<file path="config.mk">
export PLATFORM = sky130hd
export DESIGN_NAME = cps_seg_unit
export DESIGN_NICKNAME = d
export VERILOG_FILES = /design/src/rtl/cps_pkg.sv /design/src/rtl/cps_seg_unit.sv
export SDC_FILE = /design/constraint.sdc
export NUM_CORES = 2
export LEC_CHECK = 0
export BUFFER_PORTS_ARGS = -buffer_cell sky130_fd_sc_hd__buf_2
export CORE_MARGIN = 2
export CORE_UTILIZATION = 50
export DETAILED_ROUTE_END_ITERATION = 8
export HOLD_SLACK_MARGIN = 0.15
export PLACE_DENSITY = 0.75
export SLEW_MARGIN = 20
export SYNTH_ARGS = -nofsm -noshare
export SYNTH_HDL_FRONTEND = slang
export SYNTH_SLANG_ARGS = --single-unit
</file>
<file path="constraint.sdc">
create_clock -name clk_i -period 40.4 [get_ports clk_i]
set_clock_uncertainty 0.15 [all_clocks]
set_input_delay 4.04 -clock clk_i [delete_from_list [all_inputs] [get_ports clk_i]]
set_output_delay 4.04 -clock clk_i [all_outputs]
set_load 0.005 [all_outputs]
</file>
<file path="src/rtl/cps_pkg.sv">
// ----------------------------------------------------------------------------
// cps_pkg
// Shared types and constants of the closest polyline search block.
// ----------------------------------------------------------------------------
package cps_pkg;

  localparam int unsigned Verts     = 1024;
  localparam int unsigned CoordBits = 24;
  localparam int unsigned FracBits  = 16;
  localparam int unsigned ShapeW    = 8;
  localparam int unsigned DsqW      = 50;
  localparam int unsigned DresW     = 25;

  localparam int unsigned AddrW = $clog2(Verts);
  localparam int unsigned CntW  = $clog2(Verts + 1);
  localparam int unsigned DiffW = CoordBits + 2;
  localparam int unsigned ProdW = 2 * DiffW;
  localparam int unsigned AccW  = ProdW + 1;

  localparam logic [1:0] CmdAppend = 2'd0;
  localparam logic [1:0] CmdBreak  = 2'd1;
  localparam logic [1:0] CmdQuery  = 2'd2;
  localparam logic [1:0] CmdClear  = 2'd3;

  typedef struct packed {
    logic [1:0]                  cmd;
    logic [ShapeW-1:0]           shape_id;
    logic signed [CoordBits-1:0] x_coord;
    logic signed [CoordBits-1:0] y_coord;
  } in_item_t;

  typedef struct packed {
    logic              found;
    logic [ShapeW-1:0] shape_index;
    logic [DsqW-1:0]   dist_sq;
    logic [DresW-1:0]  dist_res;
    logic              overflow;
  } res_item_t;

  typedef struct packed {
    logic signed [CoordBits-1:0] px;
    logic signed [CoordBits-1:0] py;
    logic signed [CoordBits-1:0] vx;
    logic signed [CoordBits-1:0] vy;
    logic signed [CoordBits-1:0] wx;
    logic signed [CoordBits-1:0] wy;
  } seg_req_t;

endpackage

</file>
<file path="src/rtl/cps_seg_unit.sv">
// ----------------------------------------------------------------------------
// cps_seg_unit
// Squared distance from a point to a segment, computed with one shared
// multiplier and a restoring divider for the projection fraction.
// ----------------------------------------------------------------------------
module cps_seg_unit (
  input  logic                          clk_i,
  input  logic                          rst_ni,
  input  logic                          start_i,
  input  cps_pkg::seg_req_t             req_i,
  output logic                          done_o,
  output logic [cps_pkg::ProdW-1:0]     dist_o
);

  localparam int unsigned DiffW = cps_pkg::DiffW;
  localparam int unsigned ProdW = cps_pkg::ProdW;
  localparam int unsigned AccW  = cps_pkg::AccW;
  localparam int unsigned FracBits = cps_pkg::FracBits;
  localparam int unsigned FcW   = $clog2(FracBits);

  localparam logic [3:0] SIdle = 4'd0;
  localparam logic [3:0] SL2X  = 4'd1;
  localparam logic [3:0] SL2Y  = 4'd2;
  localparam logic [3:0] SL2S  = 4'd3;
  localparam logic [3:0] SDtX  = 4'd4;
  localparam logic [3:0] SDtY  = 4'd5;
  localparam logic [3:0] SDtS  = 4'd6;
  localparam logic [3:0] SCls  = 4'd7;
  localparam logic [3:0] SDiv  = 4'd8;
  localparam logic [3:0] SOfX  = 4'd9;
  localparam logic [3:0] SOfY  = 4'd10;
  localparam logic [3:0] SQY   = 4'd11;
  localparam logic [3:0] SDsX  = 4'd12;
  localparam logic [3:0] SDsY  = 4'd13;
  localparam logic [3:0] SDsS  = 4'd14;

  logic [3:0]              state_q, state_d;
  cps_pkg::seg_req_t       req_q, req_d;
  logic signed [DiffW-1:0] dx_q, dx_d, dy_q, dy_d, ex_q, ex_d, ey_q, ey_d;
  logic signed [DiffW-1:0] qx_q, qx_d, qy_q, qy_d;
  logic signed [ProdW-1:0] prod_q, prod_d;
  logic signed [AccW-1:0]  acc_q, acc_d, dot_q, dot_d;
  logic [AccW-1:0]         l2_q, l2_d, rem_q, rem_d, rem2;
  logic [FracBits-1:0]     t_q, t_d;
  logic [FcW-1:0]          cnt_q, cnt_d;
  logic [ProdW-1:0]        dist_q, dist_d;
  logic                    done_q, done_d;

  logic signed [DiffW-1:0] mul_a, mul_b;
  logic signed [DiffW-1:0] mag_dx, mag_dy, t_op, off, sx, sy;
  logic signed [AccW-1:0]  prod_ext, acc_sum;

  assign mag_dx   = dx_q[DiffW-1] ? -dx_q : dx_q;
  assign mag_dy   = dy_q[DiffW-1] ? -dy_q : dy_q;
  assign t_op     = $signed({{(DiffW - FracBits){1'b0}}, t_q});
  assign off      = DiffW'(prod_q >>> FracBits);
  assign sx       = DiffW'(req_q.px) - qx_q;
  assign sy       = DiffW'(req_q.py) - qy_q;
  assign prod_ext = AccW'(prod_q);
  assign acc_sum  = acc_q + prod_ext;
  assign rem2     = {rem_q[AccW-2:0], 1'b0};
  assign prod_d   = ProdW'(mul_a) * ProdW'(mul_b);

  always_comb begin
    state_d = state_q;
    req_d   = req_q;
    dx_d    = dx_q;
    dy_d    = dy_q;
    ex_d    = ex_q;
    ey_d    = ey_q;
    qx_d    = qx_q;
    qy_d    = qy_q;
    acc_d   = acc_q;
    dot_d   = dot_q;
    l2_d    = l2_q;
    rem_d   = rem_q;
    t_d     = t_q;
    cnt_d   = cnt_q;
    dist_d  = dist_q;
    done_d  = 1'b0;
    mul_a   = '0;
    mul_b   = '0;
    case (state_q)
      SIdle: begin
        if (start_i) begin
          req_d   = req_i;
          dx_d    = DiffW'(req_i.wx) - DiffW'(req_i.vx);
          dy_d    = DiffW'(req_i.wy) - DiffW'(req_i.vy);
          ex_d    = DiffW'(req_i.px) - DiffW'(req_i.vx);
          ey_d    = DiffW'(req_i.py) - DiffW'(req_i.vy);
          state_d = SL2X;
        end
      end
      SL2X: begin
        mul_a = dx_q;
        mul_b = dx_q;
        state_d = SL2Y;
      end
      SL2Y: begin
        mul_a = dy_q;
        mul_b = dy_q;
        acc_d = prod_ext;
        state_d = SL2S;
      end
      SL2S: begin
        l2_d = $unsigned(acc_sum);
        state_d = SDtX;
      end
      SDtX: begin
        mul_a = ex_q;
        mul_b = dx_q;
        state_d = SDtY;
      end
      SDtY: begin
        mul_a = ey_q;
        mul_b = dy_q;
        acc_d = prod_ext;
        state_d = SDtS;
      end
      SDtS: begin
        dot_d = acc_sum;
        state_d = SCls;
      end
      SCls: begin
        if (l2_q == '0 || dot_q <= 0) begin
          qx_d = DiffW'(req_q.vx);
          qy_d = DiffW'(req_q.vy);
          state_d = SDsX;
        end else if ($unsigned(dot_q) >= l2_q) begin
          qx_d = DiffW'(req_q.wx);
          qy_d = DiffW'(req_q.wy);
          state_d = SDsX;
        end else begin
          rem_d = $unsigned(dot_q);
          t_d   = '0;
          cnt_d = '0;
          state_d = SDiv;
        end
      end
      SDiv: begin
        if (rem2 >= l2_q) begin
          rem_d = rem2 - l2_q;
          t_d   = {t_q[FracBits-2:0], 1'b1};
        end else begin
          rem_d = rem2;
          t_d   = {t_q[FracBits-2:0], 1'b0};
        end
        cnt_d = cnt_q + 1'b1;
        if (cnt_q == FcW'(FracBits - 1)) begin
          state_d = SOfX;
        end
      end
      SOfX: begin
        mul_a = t_op;
        mul_b = mag_dx;
        state_d = SOfY;
      end
      SOfY: begin
        mul_a = t_op;
        mul_b = mag_dy;
        qx_d = dx_q[DiffW-1] ? DiffW'(req_q.vx) - off : DiffW'(req_q.vx) + off;
        state_d = SQY;
      end
      SQY: begin
        qy_d = dy_q[DiffW-1] ? DiffW'(req_q.vy) - off : DiffW'(req_q.vy) + off;
        state_d = SDsX;
      end
      SDsX: begin
        mul_a = sx;
        mul_b = sx;
        state_d = SDsY;
      end
      SDsY: begin
        mul_a = sy;
        mul_b = sy;
        acc_d = prod_ext;
        state_d = SDsS;
      end
      SDsS: begin
        dist_d  = ProdW'($unsigned(acc_sum));
        done_d  = 1'b1;
        state_d = SIdle;
      end
      default: begin
        state_d = SIdle;
      end
    endcase
  end

  always_ff @(posedge clk_i or negedge rst_ni) begin
    if (!rst_ni) begin
      state_q <= SIdle;
      done_q  <= 1'b0;
    end else begin
      state_q <= state_d;
      done_q  <= done_d;
    end
  end

  always_ff @(posedge clk_i) begin
    req_q  <= req_d;
    dx_q   <= dx_d;
    dy_q   <= dy_d;
    ex_q   <= ex_d;
    ey_q   <= ey_d;
    qx_q   <= qx_d;
    qy_q   <= qy_d;
    prod_q <= prod_d;
    acc_q  <= acc_d;
    dot_q  <= dot_d;
    l2_q   <= l2_d;
    rem_q  <= rem_d;
    t_q    <= t_d;
    cnt_q  <= cnt_d;
    dist_q <= dist_d;
  end

  assign done_o = done_q;
  assign dist_o = dist_q;

endmodule

</file>
Word level (Yosys, flattened, before mapping)
Cells that the tools add are included.
Storage, ports and cells
  flip-flop bits (word level): 639
  bits in latches: 0
  RAM bits: 0
  ROM bits: 0
  input port bits: 147
  output and inout bits: 53
  word-level logic and storage cells: 105
  memories: 0
Operators by class
  add/sub/neg operators: 15
  multiply operators: 1
  div/mod/pow operators: 0
  $lt $le $gt $ge: 3
  equal/unequal tests: 20
  shift-type cells: 0
  multiplexer cells: 29
  bitwise operators: 0
  reductions and logical operators: 15
Operators with widths (count)
  $mux W26: 8
  $pmux W26 S7: 1
  $mux W52: 3
  $pmux W26 S6: 1
  $ge A53 B53 Y1: 2
  $pmux W26 S2: 2
  $pmux W52 S2: 1
  $sub A24 B26 Y26: 4
  $sub A24 B24 Y25: 4
  $pmux W4 S14: 1
  $add A52 B52 Y53: 1
  $le A53 B1 Y1 const B: 1
  $logic_not A53 Y1: 1
  $add A24 B26 Y26: 2
  $mul A26 B26 Y52: 1
  $neg A26 Y26: 2
  $sub A52 B52 Y52: 1
  $eq A4 B4 Y1 const B: 8
  $mux W16: 2
  $pmux W16 S2: 1
  $eq A4 B3 Y1 const B: 4
  $mux W4: 4
  $eq A4 B2 Y1 const B: 2
  $ne A2 B2 Y1 const B: 4
  13 further kinds: 22

Depth between registers and ports, before layout
  depth after elaboration: 4
  depth in mapped cells: 40
  gate-level depth less buffers: 38

Least setup slack after synthesis
No wires, ideal clock.
  path kind: input-to-reg
  start: input port start_i
  end: register dx_q[0], enable pin
  library setup time: 1147 ps
  arrival time: 20486 ps
  data required time: 39103 ps
  path slack: 18617 ps
  stages: 2
  path buffers: 0
  cell sequence: nand2_1 nor3_1
On the way
  longest elaborated chain between the ends: 1
RTL lines
  from (decl): line cps_seg_unit.sv:9  | input logic start_i,
  $reduce_and A2 Y1 (no line)
  to (signal assigned): line cps_seg_unit.sv:202  | dx_q <= dx_d;
  to (decl): line cps_seg_unit.sv:39  | logic signed [DiffW-1:0] dx_q, dx_d, dy_q, dy_d, ex_q, ex_d, ey_q, ey_d;
Every way passes these cells.
A chain may end at the register's enable or synchronous reset.

Worst setup path after layout
  start: register req_q[121] (netlist name)
  end: register prod_q[51]
On the way
  longest elaborated chain between the ends: 3
  elaborated cells on any way between the ends: 4
  classes of those cells: 1 x add/sub; 1 x mul; 2 x mux
RTL lines
  from (decl): line cps_seg_unit.sv:38  | cps_pkg::seg_req_t req_q, req_d;
  from (signal assigned): line cps_seg_unit.sv:201  | req_q <= req_d;
  $sub A24 B26 Y26 *: line cps_seg_unit.sv:57  | assign sx = DiffW'(req_q.px) - qx_q;
  $pmux W26 S7 / $pmux W26 S6 (equally long branches): line cps_seg_unit.sv:83  | case (state_q)
  $mul A26 B26 Y52 *: line cps_seg_unit.sv:62  | assign prod_d = ProdW'(mul_a) * ProdW'(mul_b);
  via prod_d[51]: line cps_seg_unit.sv:41  | logic signed [ProdW-1:0] prod_q, prod_d;
  to (signal assigned): line cps_seg_unit.sv:208  | prod_q <= prod_d;
  to (decl): line cps_seg_unit.sv:41
Mark *: on every way through the listed nets, which the timed path passes. The rest lies on a longest branch.

==> reports/qor.csv <==
metric,value,unit
postcts setup bufs,0,
Max Fclk,84.5,MHz
die width,364,um
Final Hold Vio Count,0,
Detailed Place HPWL,156000,um
layout cells sized above 1,7.33,%
post-synth top area share,26.8,%
DR vias,52014,
Worst Setup Path Type,flop to flop,
area grow syn2layout,8.85,%
setup_tns,0,ps
number of synthesized flops with an enable pin,578,
fin crit share,29.3,%
vias in the first global route,52261,
CTS Root Cell,clkbuf_16,
cell count after synthesis,6667,
Critical-path top delay cell,fa_1,
Initial Util,50.2,%
Tightest Hold Check Type,flop to flop,
CTS tree,done,
actual slew at the worst max-slew pin,1240,ps
PostCTS Resize Cnt,0,
WL per Instance,23.6,um
most common cell in the synthesized netlist,inv_1,
CP dominant cell by count,fa_1,
met3 usage,7.74,%
dominant delay contributor by cell family on the critical path,adder cells,
ANT nets after route,0,
Iteration-0 DRC Markers,5330,
Worst-path clk slew,60,ps
Avg Vias per Cell,6.03,
Die ar.,132000,um2
gr busiest metal,met2,
CP max FO,28,
dominant cell type by area after synthesis,edfxtp_1,
routed wire length,203000,um
worst path arrival time,12250,ps
first-pass GRT wire length,309000,um
Synth top cells by count,"inv_1, nand2_1, fa_1",
post-synth design cell area,64800,um2
GRT met1 Usage,38.9,%
clock latency on the worst-skew pair,700,ps
Post-synth ARST share,0.787,%
synth top area cells,"edfxtp_1, fa_1, ha_1, inv_1, nand2_1",
Ports,200,
Yosys reg bits,635,
CTS max path bufs,3,
critical path launch point type,flop,
RSZ-0062 raised after global routing,no,
Final Setup Violations,0,
largest net degree at the start of global routing,82,
PortBufs,199,
Worst Setup End Kind,flop,
Final min period,11830,ps
Most used DFF post-synth,edfxtp_1,
M2 GR Usage,48.6,%
# H-tree levels,3,
status,completed,
first drt pass iteration count,7,
Syn Area/Cell,9.71,um2
post-synthesis sequential area ratio,28.6,%
gr usage total,30.9,%
Worst EP required,40820,ps
Buf/Inv on CP,3,
clk sink count,635,
Max-Cap Viols,0,
Rows,132,
initial antenna violation count,15,
Max-slew headroom,17.0,%
clock buffer count from CTS,73,
Final nets,8193,
"Distinct cells, synth",85,
CP max stage delay,870,ps
hold_buf cts,0,
Die H,364,um
DRC,0,
syn_nets,8038,
core box area,129000,um2
gr ovfl total,0,
Synthesis Warnings,0,
Max Slew Vio Count,0,
Placer Congestion,0.992,
[flip-flops by register name (all words and copies together), names as in the netlist, 26 cells and up]
signal  count
req_q     144
acc_q      52
qy_q       26
dist_o     52
dot_q      53
l2_q       53
qx_q       26
rem_q      52
prod_q     52
[final cells by class]
type | instances | area (um2)
fill | 11228 | 58500
multi-input combinational | 4882 | 42100
sequential | 635 | 18500
inverter | 930 | 3490
tap | 1742 | 2180
clock buffer | 85 | 1920
timing repair buffer | 300 | 1770
clock inverter | 44 | 475
antenna | 8 | 20.0
[through the flow]
step	area [um2]	worst slack [ps]	hold WS [ps]	utilization, %	instances
2_1_floorplan	64800	18620	265	-	6667
3_3_place_gp	68000	28990	280	52.7	8488
3_5_place_dp	68100	28630	278	52.8	8488
4_1_cts	70500	28660	294	54.6	8617
5_1_grt	70500	27910	305	54.6	8618
6_report	70500	28570	290	54.7	8626
[logic make-up after synthesis]
logic type | count (synthesis) | share of synthesized area [%]
AND/OR/NAND/NOR | 1943 | 14.0
buffers and inverters | 1150 | 6.73
XOR/XNOR | 331 | 4.48
flip-flops | 635 | 28.6
adder cells (fa/ha/maj) | 1224 | 32.0
AO/OA/AOI/OAI | 1327 | 13.3
multiplexers | 57 | 0.908
[metal layers]
layer  vias to the layer above  part of all wire (%)  wire length [um]
met5                         -                 0.040                82
met4                        12                   6.7             13600
met3                       680                    11             22300
met2                      2854                    45             90700
met1                     25496                    38             76800
li1                      22972                     -                 -
[cell usage in the layout, fill, tap and decap left out, types with 199 or more instances in the layout]
| cell type | count |
|---|---|
| a21oi_1 | 352 |
| buf_2 | 199 |
| edfxtp_1 | 578 |
| fa_1 | 720 |
| ha_1 | 504 |
| inv_1 | 930 |
| nand2_1 | 809 |
| nor2_1 | 354 |
| o21ai_0 | 251 |
| xnor2_1 | 238 |
[worst reg2reg max path: cells and delay by family (launching register included)]
kind,cells,cell delay [ps]
adders and majority gates,9,4840
muxes,1,280
DFF,1,420
buffers and inverters,3,680
AOI/OAI and AO/OA,12,3420
and+or+nand+nor,7,1880
[final timing paths]
| path | cells past startpoint | slack [ps] | endpoint | startpoint |
|---|---|---|---|---|
| max in group asynchronous | 1 | 36920 | state_q[0] | rst_ni |
| max reg2reg | 32 | 28570 | prod_q[51] | req_q[121] |
| min in group asynchronous | 1 | 3020 | done_o | rst_ni |
| max | 32 | 28570 | prod_q[51] | req_q[121] |
| min | 0 | 290 | acc_q[44] | prod_q[44] |
| min reg2reg | 0 | 290 | acc_q[44] | prod_q[44] |
Power is not shown: default switching activity piles up to over one toggle a cycle in this logic, so the estimate is an artifact.
